### config.mk
export PLATFORM = sky130hd
export DESIGN_NAME = mhtq_ram
export DESIGN_NICKNAME = d
export VERILOG_FILES = /design/src/hw/rtl/min_heap_timer_queue_assert.svh /design/src/hw/rtl/mhtq_ram.sv
export SDC_FILE = /design/constraint.sdc
export NUM_CORES = 1
export LEC_CHECK = 0
export ABC_AREA = 1
export BUFFER_PORTS_ARGS = -buffer_cell sky130_fd_sc_hd__clkbuf_2
export CORE_ASPECT_RATIO = 1.25
export CORE_MARGIN = 4
export CORE_UTILIZATION = 63
export CTS_CLUSTER_DIAMETER = 150
export DETAILED_ROUTE_END_ITERATION = 8
export PLACE_DENSITY = 0.8
export SYNTH_ARGS = -nofsm -noshare
export SYNTH_HDL_FRONTEND = slang
export SYNTH_SLANG_ARGS = --single-unit
### constraint.sdc
create_clock -name clk -period 2.8 [get_ports clk]
set_input_delay 0.28 -clock clk [delete_from_list [all_inputs] [get_ports clk]]
set_output_delay 0.28 -clock clk [all_outputs]
set_load 0.02 [all_outputs]
### src/hw/rtl/min_heap_timer_queue_assert.svh
// Assertion macros for the timer queue RTL.
// Depends on signals named clk and rst_n in the including module.
`ifndef MIN_HEAP_TIMER_QUEUE_ASSERT_SVH
`define MIN_HEAP_TIMER_QUEUE_ASSERT_SVH

// Checked only out of reset.
`define MHTQ_ASSERT(lbl, prop, msg) \
  lbl: assert property (@(posedge clk) disable iff (!rst_n) prop) else $error(msg);

// Checked on every edge, reset included.
`define MHTQ_ASSERT_ALWAYS(lbl, prop, msg) \
  lbl: assert property (@(posedge clk) prop) else $error(msg);

`endif

### src/hw/rtl/mhtq_ram.sv
// Generic single-write, single-read RAM with registered read data.
// No dependencies.
`default_nettype none
module mhtq_ram #(
  parameter int WIDTH = 8,
  parameter int DEPTH = 64
) (
  input  wire logic                     clk,
  input  wire logic                     we,
  input  wire logic [$clog2(DEPTH)-1:0] waddr,
  input  wire logic [WIDTH-1:0]         wdata,
  input  wire logic [$clog2(DEPTH)-1:0] raddr,
  output logic      [WIDTH-1:0]         rdata
);
  logic [WIDTH-1:0] mem [DEPTH];

  always_ff @(posedge clk) begin
    if (we) begin
      mem[waddr] <= wdata;
    end
    rdata <= mem[raddr];
  end
endmodule
`default_nettype wire

==> metrics.yaml, run 1 <==
placement:
  dpl.hpwl_um: 30600
  io_buffer_count: 29
  place_congestion: 0.903
routing:
  wl_per_cell_um: 22.0
  first_pass_iters: 6
  num_vias: 14103
  drcViolationCount: 0
  ant_nets: 0
  viasPerCell: 6.08
  drtIter0Drc: 1697
  drt-total-wl_um: 50900
floorplan:
  core-area_um2: 33500
  num_io_pins: 30
  die_width_um: 173
  die_h_um: 214
  die-area_um2: 36900
  rows: 75
  start_util_pct: 63.7
critical_path:
  r2r-end: "rdata[7]$_DFF_P_"
  reg2regPathDepth: 8
  crit_chain: "clkbuf_2 > inv_1 > nand4_1 > nor2_1"
  cp-start-kind: "input pin"
  critPathMaxFanout: 9
  slowest_stage: "nor2_1"
  cp_top_family: "simple AND/OR/NAND/NOR gates"
  cp.arrival_ps: 1910
  crit_type: "input pin to register"
  regToRegStartpoint: "mem[6][7]$_DFFE_PP_"
  crit_buf_inv: 2
  critPathMaxStageDelay_ps: 730
  worst_ep_required_time_ps: 2990
  regToRegSetupSlack_ps: 1360
  endpoint_kind: "register"
cells_and_area:
  multiInputGateArea_um2: 4950
  area_delta_synth_final_pct: 10.9
  nets: 1881
  drive_above_1_share_pct: 10.2
  n_fill_cell: 2219
  regArea_um2: 15500
power_and_ir_drop:
  switchingPower_mw: 3.50
  seq_power_share_pct: 53.1
  ir_worst_vdd_uv: 521
  power_frac_comb_pct: 6.4
  power_density_nw_per_um2: 688
  p_int_mw: 12.8
  power.total_mw: 16.3
  power_switching_share_pct: 21.5
  clkPwrFrac_pct: 40.6
  leakagePower_nw: 8.67
grt:
  grt_pass1_vias: 13885
  grt_antenna_before_repair: 3
  grt_max_degree: 148
  grt_pass1_wl_um: 78000
  gr-total-overflow: 0
  track_usage_pct: 27.5
synthesis:
  ys_warn_count: 0
  avgSynthCellArea_um2: 11.8
  synth_top_area_cell: "edfxtp_1"
  ys_ff_latch: 520
  synth_area_leaders: "edfxtp_1, nand2_1, nand3_1"
  synth_top_area_share_pct: 72.0
  synth_cell_types: 16
  synth_area_um2: 21300
  synth_cells: 1805
  synth-seq-area-share_pct: 72.8
  synth_nets: 1827
timing:
  max_clock_freq_ghz: 0.579
  relSlewSlack_pct: 36.9
  fin_crit_sh_pct: 61.6
  period_minus_slack_ps: 1730
  tightest_slew_ps: 946
  clock_skew_ps: 18.8
  setup_viol: 0
  hold_viol: 0
  tns_ps: 0
  report.final.slew_viol_count: 0
  rsz0062_at_grt: "no"
status:
  status: "finished, final reports clean"
cts:
  clock_sinks: 520
  post_cts_buffers: 0
  cts_tree: "built"
  clk_latency_ps: 570
  cts-root-buf: "clkbuf_16"
  cts_resized: 0
  h-tree-depth: 2
  cts_inserted_buffers: 47
  clk_pin_slew_ps: 60
  hold_buffers: 0
  clk_path_buf_depth: 3
min_path:
  whs_path_depth: 3
  hold_start: "raddr[5]"
  min_to: "rdata[3]$_DFF_P_"
  hp-class: "input pin to register"
flow_run:
  cap_violations: 0
[metrics by stage]
step,utilization [%],worst slack (ps),cell area [um2],hold WS (ps),cells
finish,70.7,1070,23700,145,2319
global route,70.7,932,23700,137,2318
CTS,70.7,1070,23700,101,2318
detailed placement,65.9,489,22100,703,2233
global placement,65.9,649,22100,693,2233
floorplan,-,754,21300,379,1805
[cell usage in the layout, fill, tap and decap left out]
cell          n
bufinv_16     7
clkbuf_2     27
clkbuf_1      9
clkinvlp_4    2
inv_2         1
diode_2       1
clkbuf_16    48
clkinv_8      1
inv_1         9
nand2_1     648
clkinv_1      4
buf_12       15
nor2_1       56
dfxtp_1       8
nor4_1        8
edfxtp_1    512
inv_6         2
buf_4        75
nand4_1       9
clkinv_2      9
nand3_1     439
inv_4         1
buf_6         1
clkbuf_8      4
[worst max-delay path by stage]
stage	from	to	slack, ps	depth (start not counted)
floorplan	we	mem[48][0]$_DFFE_PP_	750	3
global placement	waddr[1]	mem[17][0]$_DFFE_PP_	650	4
detailed placement	waddr[1]	mem[17][6]$_DFFE_PP_	490	4
CTS	waddr[1]	mem[17][5]$_DFFE_PP_	1070	4
global route	waddr[1]	mem[33][5]$_DFFE_PP_	930	4
finish	waddr[1]	mem[17][6]$_DFFE_PP_	1070	4
[power groups by stage]
stage	Combinational (mW)	Clock, mW	Sequential (mW)
floorplan	0.605	0	8.81
global placement	0.992	0	8.81
detailed placement	1.02	0	8.81
CTS	1.03	6.67	8.65
global route	1.13	7.00	8.64
finish	1.04	6.61	8.65
[routing by layer]
layer	vias up	GRT usage, %	share of wire (%)	wire length, um
li1	6452	-	-	-
met1	6711	34.1	36	18300
met2	761	47.4	50	25400
met3	177	5.59	9.3	4710
met4	2	12.6	4.9	2480
met5	-	0	0.022	11
[cell families after synthesis]
family	after synthesis	synth area share, %
flops	520	72.8
simple gates	1160	23.2
buf+inv	125	4.02
[cells in the mapped netlist]
library cell	instances
inv_6	1
nand4_1	9
nand3_1	439
buf_4	14
buf_1	10
inv_1	10
nand2_1	648
inv_2	1
nor2_1	56
nor4_1	8
edfxtp_1	512
clkbuf_1	15
buf_8	2
buf_2	37
buf_6	35
dfxtp_1	8
[state kept, by name, indices dropped and copies added, names as in the netlist]
name   count
mem      512
rdata      8
[area by class of cell]
class	instances	share of cell area [%]
Sequential cell	520	65.6
Multi-Input combinational cell	1160	20.9
Clock buffer	61	5.45
Timing Repair Buffer	118	4.26
Tap cell	423	2.24
Clock inverter	24	1.31
Inverter	12	0.222
Antenna cell	1	0.0106
[worst register-to-register path, stage by stage (launching register included)]
cell	delay [ps]
edfxtp_1	390
nand2_1	110
nand3_1	90
nand3_1	140
nand2_1	70
nand2_1	60
nand3_1	160
nand3_1	220
nand2_1	80
(Power assumes the default switching activity.)
==> inputs of run 2 (changes only) <==
--- a/config.mk
+++ b/config.mk
@@ -5,14 +5,14 @@
 export SDC_FILE = /design/constraint.sdc
 export NUM_CORES = 1
 export LEC_CHECK = 0
-export ABC_AREA = 1
+export ABC_AREA = 0
 export BUFFER_PORTS_ARGS = -buffer_cell sky130_fd_sc_hd__clkbuf_2
 export CORE_ASPECT_RATIO = 1.25
 export CORE_MARGIN = 4
-export CORE_UTILIZATION = 63
+export CORE_UTILIZATION = 56
 export CTS_CLUSTER_DIAMETER = 150
 export DETAILED_ROUTE_END_ITERATION = 8
-export PLACE_DENSITY = 0.8
+export PLACE_DENSITY = 0.75
 export SYNTH_ARGS = -nofsm -noshare
 export SYNTH_HDL_FRONTEND = slang
 export SYNTH_SLANG_ARGS = --single-unit
==> constraint.sdc (replaced) <==
create_clock -name clk -period 1.4 [get_ports clk]
set_input_delay 0.14 -clock clk [delete_from_list [all_inputs] [get_ports clk]]
set_output_delay 0.14 -clock clk [all_outputs]
set_load 0.02 [all_outputs]
==> run 2 against run 1 <==
The flow now finishes with violations (negative setup slack). Combinational power up 100%. Clock power up 82%. Non-clock buffer count up 88. Worst hold slack worse by 41 ps. Count of clock-buffer cells in the layout down 3. Routed wire length down 10%. Critical path type is now register to register. Critical endpoint is now rdata[4]$_DFF_P_. Highest routed layer is now met4.
==> metrics.yaml, run 2 <==
timing:
  report.final.slew_viol_count: 0  # unchanged
  max_clock_freq_ghz: 0.537
  hold_viol: 0  # unchanged
  setup_ws_ps: -461  # -1540 ps
  fin_crit_sh_pct: 133
  rsz0062_at_grt: "yes"
  setup_viol: 8  # +8
  period_minus_slack_ps: 1860
  relSlewSlack_pct: 52.1  # +15 points
  clock_skew_ps: 15.3  # -3.55 ps
  tns_ps: -3080  # -3080 ps
  tightest_slew_ps: 719  # -227 ps
synthesis:
  avgSynthCellArea_um2: 21.5  # +81%
  synth_top_area_share_pct: 76.2  # +4.2 points
  synth_top_area_cell: "edfxtp_1"
  ys_ff_latch: 520  # unchanged
  synth_nets: 962  # -47%
  synthArstFlopShare_pct: 0  # unchanged
  synth-seq-area-share_pct: 77.0  # +4.2 points
  synth.most_common_cell: "edfxtp_1"
  yosys-top-cells-count: "edfxtp_1, mux4_2, nor2_1"
  synth_cell_types: 40  # +24
  ys_warn_count: 0  # unchanged
  synth_area_leaders: "edfxtp_1, mux4_2, nor2_1"
  synth_area_um2: 20200  # -5.5%
  synth_ff_type: "edfxtp_1"
  synth_edf_count: 512  # unchanged
  synth_cells: 940  # -48%
cells_and_area:
  fin_util_pct: 69.6  # -1.1 points
  multiInputGateArea_um2: 4930  # -0.38%
  regArea_um2: 15500  # unchanged
  layout_common_cells: "edfxtp_1, mux4_2, buf_4"
  top_register: "mem"
  finalInstanceArea_um2: 24700  # +4.2%
  diodes: 0  # -1
  top_regs: "mem (512), rdata (8)"
  area_delta_synth_final_pct: 22.3
  largest_reg_flops: 512  # unchanged
  drive_above_1_share_pct: 42.3  # +32 points
  n_fill_cell: 2159  # -2.7%
  nets: 1164  # -38%
  layout_commonest_cell: "edfxtp_1"
critical_path:
  cp.arrival_ps: 2300  # +390 ps
  worstSetupPathDepth: 5  # +1
  reg2regPathDepth: 5  # -3
  worst_ep_required_time_ps: 1840  # -1150 ps
  regToRegSetupSlack_ps: -460  # -1820 ps
  crit_chain: "mux4_2 > mux4_2 > nor2_2 > buf_6 > o32ai_2"
  endpoint_kind: "register"
  slowest_stage: "mux4_2"
  critPathMaxFanout: 1  # -8
  regToRegStartpoint: "mem[50][4]$_DFFE_PP_"
  critPathMaxStageDelay_ps: 530  # -200 ps
  crit_type: "register to register"
  cp_top_family: "multiplexers"
  crit_top_cell: "mux4_2"
  crit_buf_inv: 1  # -1
  cp-start-kind: "register"
  r2r-end: "rdata[4]$_DFF_P_"
placement:
  place_congestion: 0.861  # -4.6%
  dpl.hpwl_um: 29700  # -2.8%
  io_buffer_count: 29  # unchanged
  post_dp_cell_area_um2: 23100  # +4.6%
min_path:
  min_to: "rdata[7]$_DFF_P_"
  whs_path_depth: 4  # +1
  hold_start: "raddr[4]"
  hp-class: "input pin to register"
cts:
  cts-root-buf: "clkbuf_16"
  clock_sinks: 520  # unchanged
  h-tree-depth: 2  # unchanged
  post_cts_buffers: 0  # unchanged
  clk_pin_slew_ps: 70  # about the same
  cts_inserted_buffers: 45  # -4.3%
  clk_path_buf_depth: 3  # unchanged
  cts_tree: "built"
  clk_latency_ps: 560  # about the same
power_and_ir_drop:
  power_density_nw_per_um2: 1270  # +85%
  ir_worst_vdd_uv: 1180  # +130%
  leakagePower_nw: 7.95  # -8.3%
routing:
  drcViolationCount: 0  # unchanged
  num_vias: 10198  # -28%
  wl_per_cell_um: 27.7  # +26%
  viasPerCell: 6.18  # +1.6%
  first_pass_iters: 5  # -1
  drt-total-wl_um: 45700  # -10%
  drtIter0Drc: 1041  # -39%
  ant_nets: 0  # unchanged
grt:
  grt_pass1_wl_um: 69200  # -11%
  gr-total-overflow: 0  # unchanged
  grt_pass1_vias: 10782  # -22%
  grt_max_degree: 65  # -56%
  grt_antenna_before_repair: 0  # -3
  track_usage_pct: 24.4  # -3.0 points
status:
  violations: "negative setup slack"
  status: "finished, violations left"
floorplan:
  rows: 77  # +2.7%
  num_io_pins: 30  # unchanged
  start_util_pct: 56.9  # -6.8 points
  die_h_um: 220  # +3.0%
  core-area_um2: 35500  # +5.8%
  die-area_um2: 39100  # +6.1%
  die_width_um: 178  # +3.0%
flow_run:
  cap_violations: 0  # unchanged
[run 2: changes by cell type after synthesis, moves of 13 or more]
cell,delta
nand2_1,-629
nand3_1,-426
mux4_2,+126
buf_6,-31
nor2_1,+27
buf_2,-26
mux2i_1,+23
nor2b_1,+14
mux2_2,+13
[run 2: how the worst max path moves through the flow]
stage                          from               end  slack [ps]
4_1_cts        mem[50][4]$_DFFE_PP_  rdata[4]$_DFF_P_        -480
5_1_grt        mem[50][4]$_DFFE_PP_  rdata[4]$_DFF_P_        -520
3_5_place_dp               raddr[0]  rdata[7]$_DFF_P_        -880
3_3_place_gp               raddr[0]  rdata[7]$_DFF_P_        -860
6_report       mem[50][4]$_DFFE_PP_  rdata[4]$_DFF_P_        -460
2_1_floorplan              raddr[0]  rdata[7]$_DFF_P_        -290
[run 2: through the flow]
stage	hold WS [ps]	cells	setup slack [ps]	power (mW)
finish	104	1650	-461	31.4
global route	119	1650	-518	32.4
CTS	79.7	1651	-476	31.5
detailed placement	551	1569	-879	19.7
global placement	526	1569	-864	19.6
floorplan	239	940	-288	18.7
[run 2: cells by family (layout without fill, tap and decap cells)]
kind of cell	Yosys count	in the layout	share of synthesized area (%)
AO/OA/AOI/OAI	54	54	2.07
buffers and inverters	51	287	1.57
flip-flops	520	520	77.0
multiplexers	162	162	15.9
AND/OR/NAND/NOR	153	153	3.39
[run 2: layout make-up]
type / instances / area share, %
Sequential cell: 520 / 63.0
Clock inverter: 23 / 0.776
Tap cell: 474 / 2.40
Clock buffer: 58 / 4.97
Multi-Input combinational cell: 369 / 20.0
Timing Repair Buffer: 206 / 8.91
[run 2: per-layer routing]
| metal | share of wire [%] | routed length, um | GRT usage, % |
|---|---|---|---|
| met1 | 36 | 16700 | 32.1 |
| met2 | 52 | 24000 | 42.1 |
| met3 | 7.8 | 3550 | 4.02 |
| met4 | 3.4 | 1530 | 8.49 |
| met5 | 0 | 0 | 0 |
[run 2: worst reg2reg max path, delay by kind of cell (launching register included)]
kind / cells / cell delay [ps]
AOI/OAI and AO/OA: 1 / 70
DFF: 1 / 390
and+or+nand+nor: 1 / 120
muxes: 2 / 1060
buffers and inverters: 1 / 120
[run 2: what timing repair did]
action / 4_1_cts / 5_1_grt
endpoints found under the setup margin: 8 / 8
hold buffers: 1 / 0
hold endpoints to repair: 2 / 0
resized for setup: 29 / 5
pin swaps: 5 / 0
[run 2: report_power, final]
group          internal (mW)  switching [mW]  total, mW
clock                   6.75            5.27       12.0
combinational          0.916            1.19       2.11
sequential              17.2          0.0613       17.3
total                   24.9            6.52       31.4
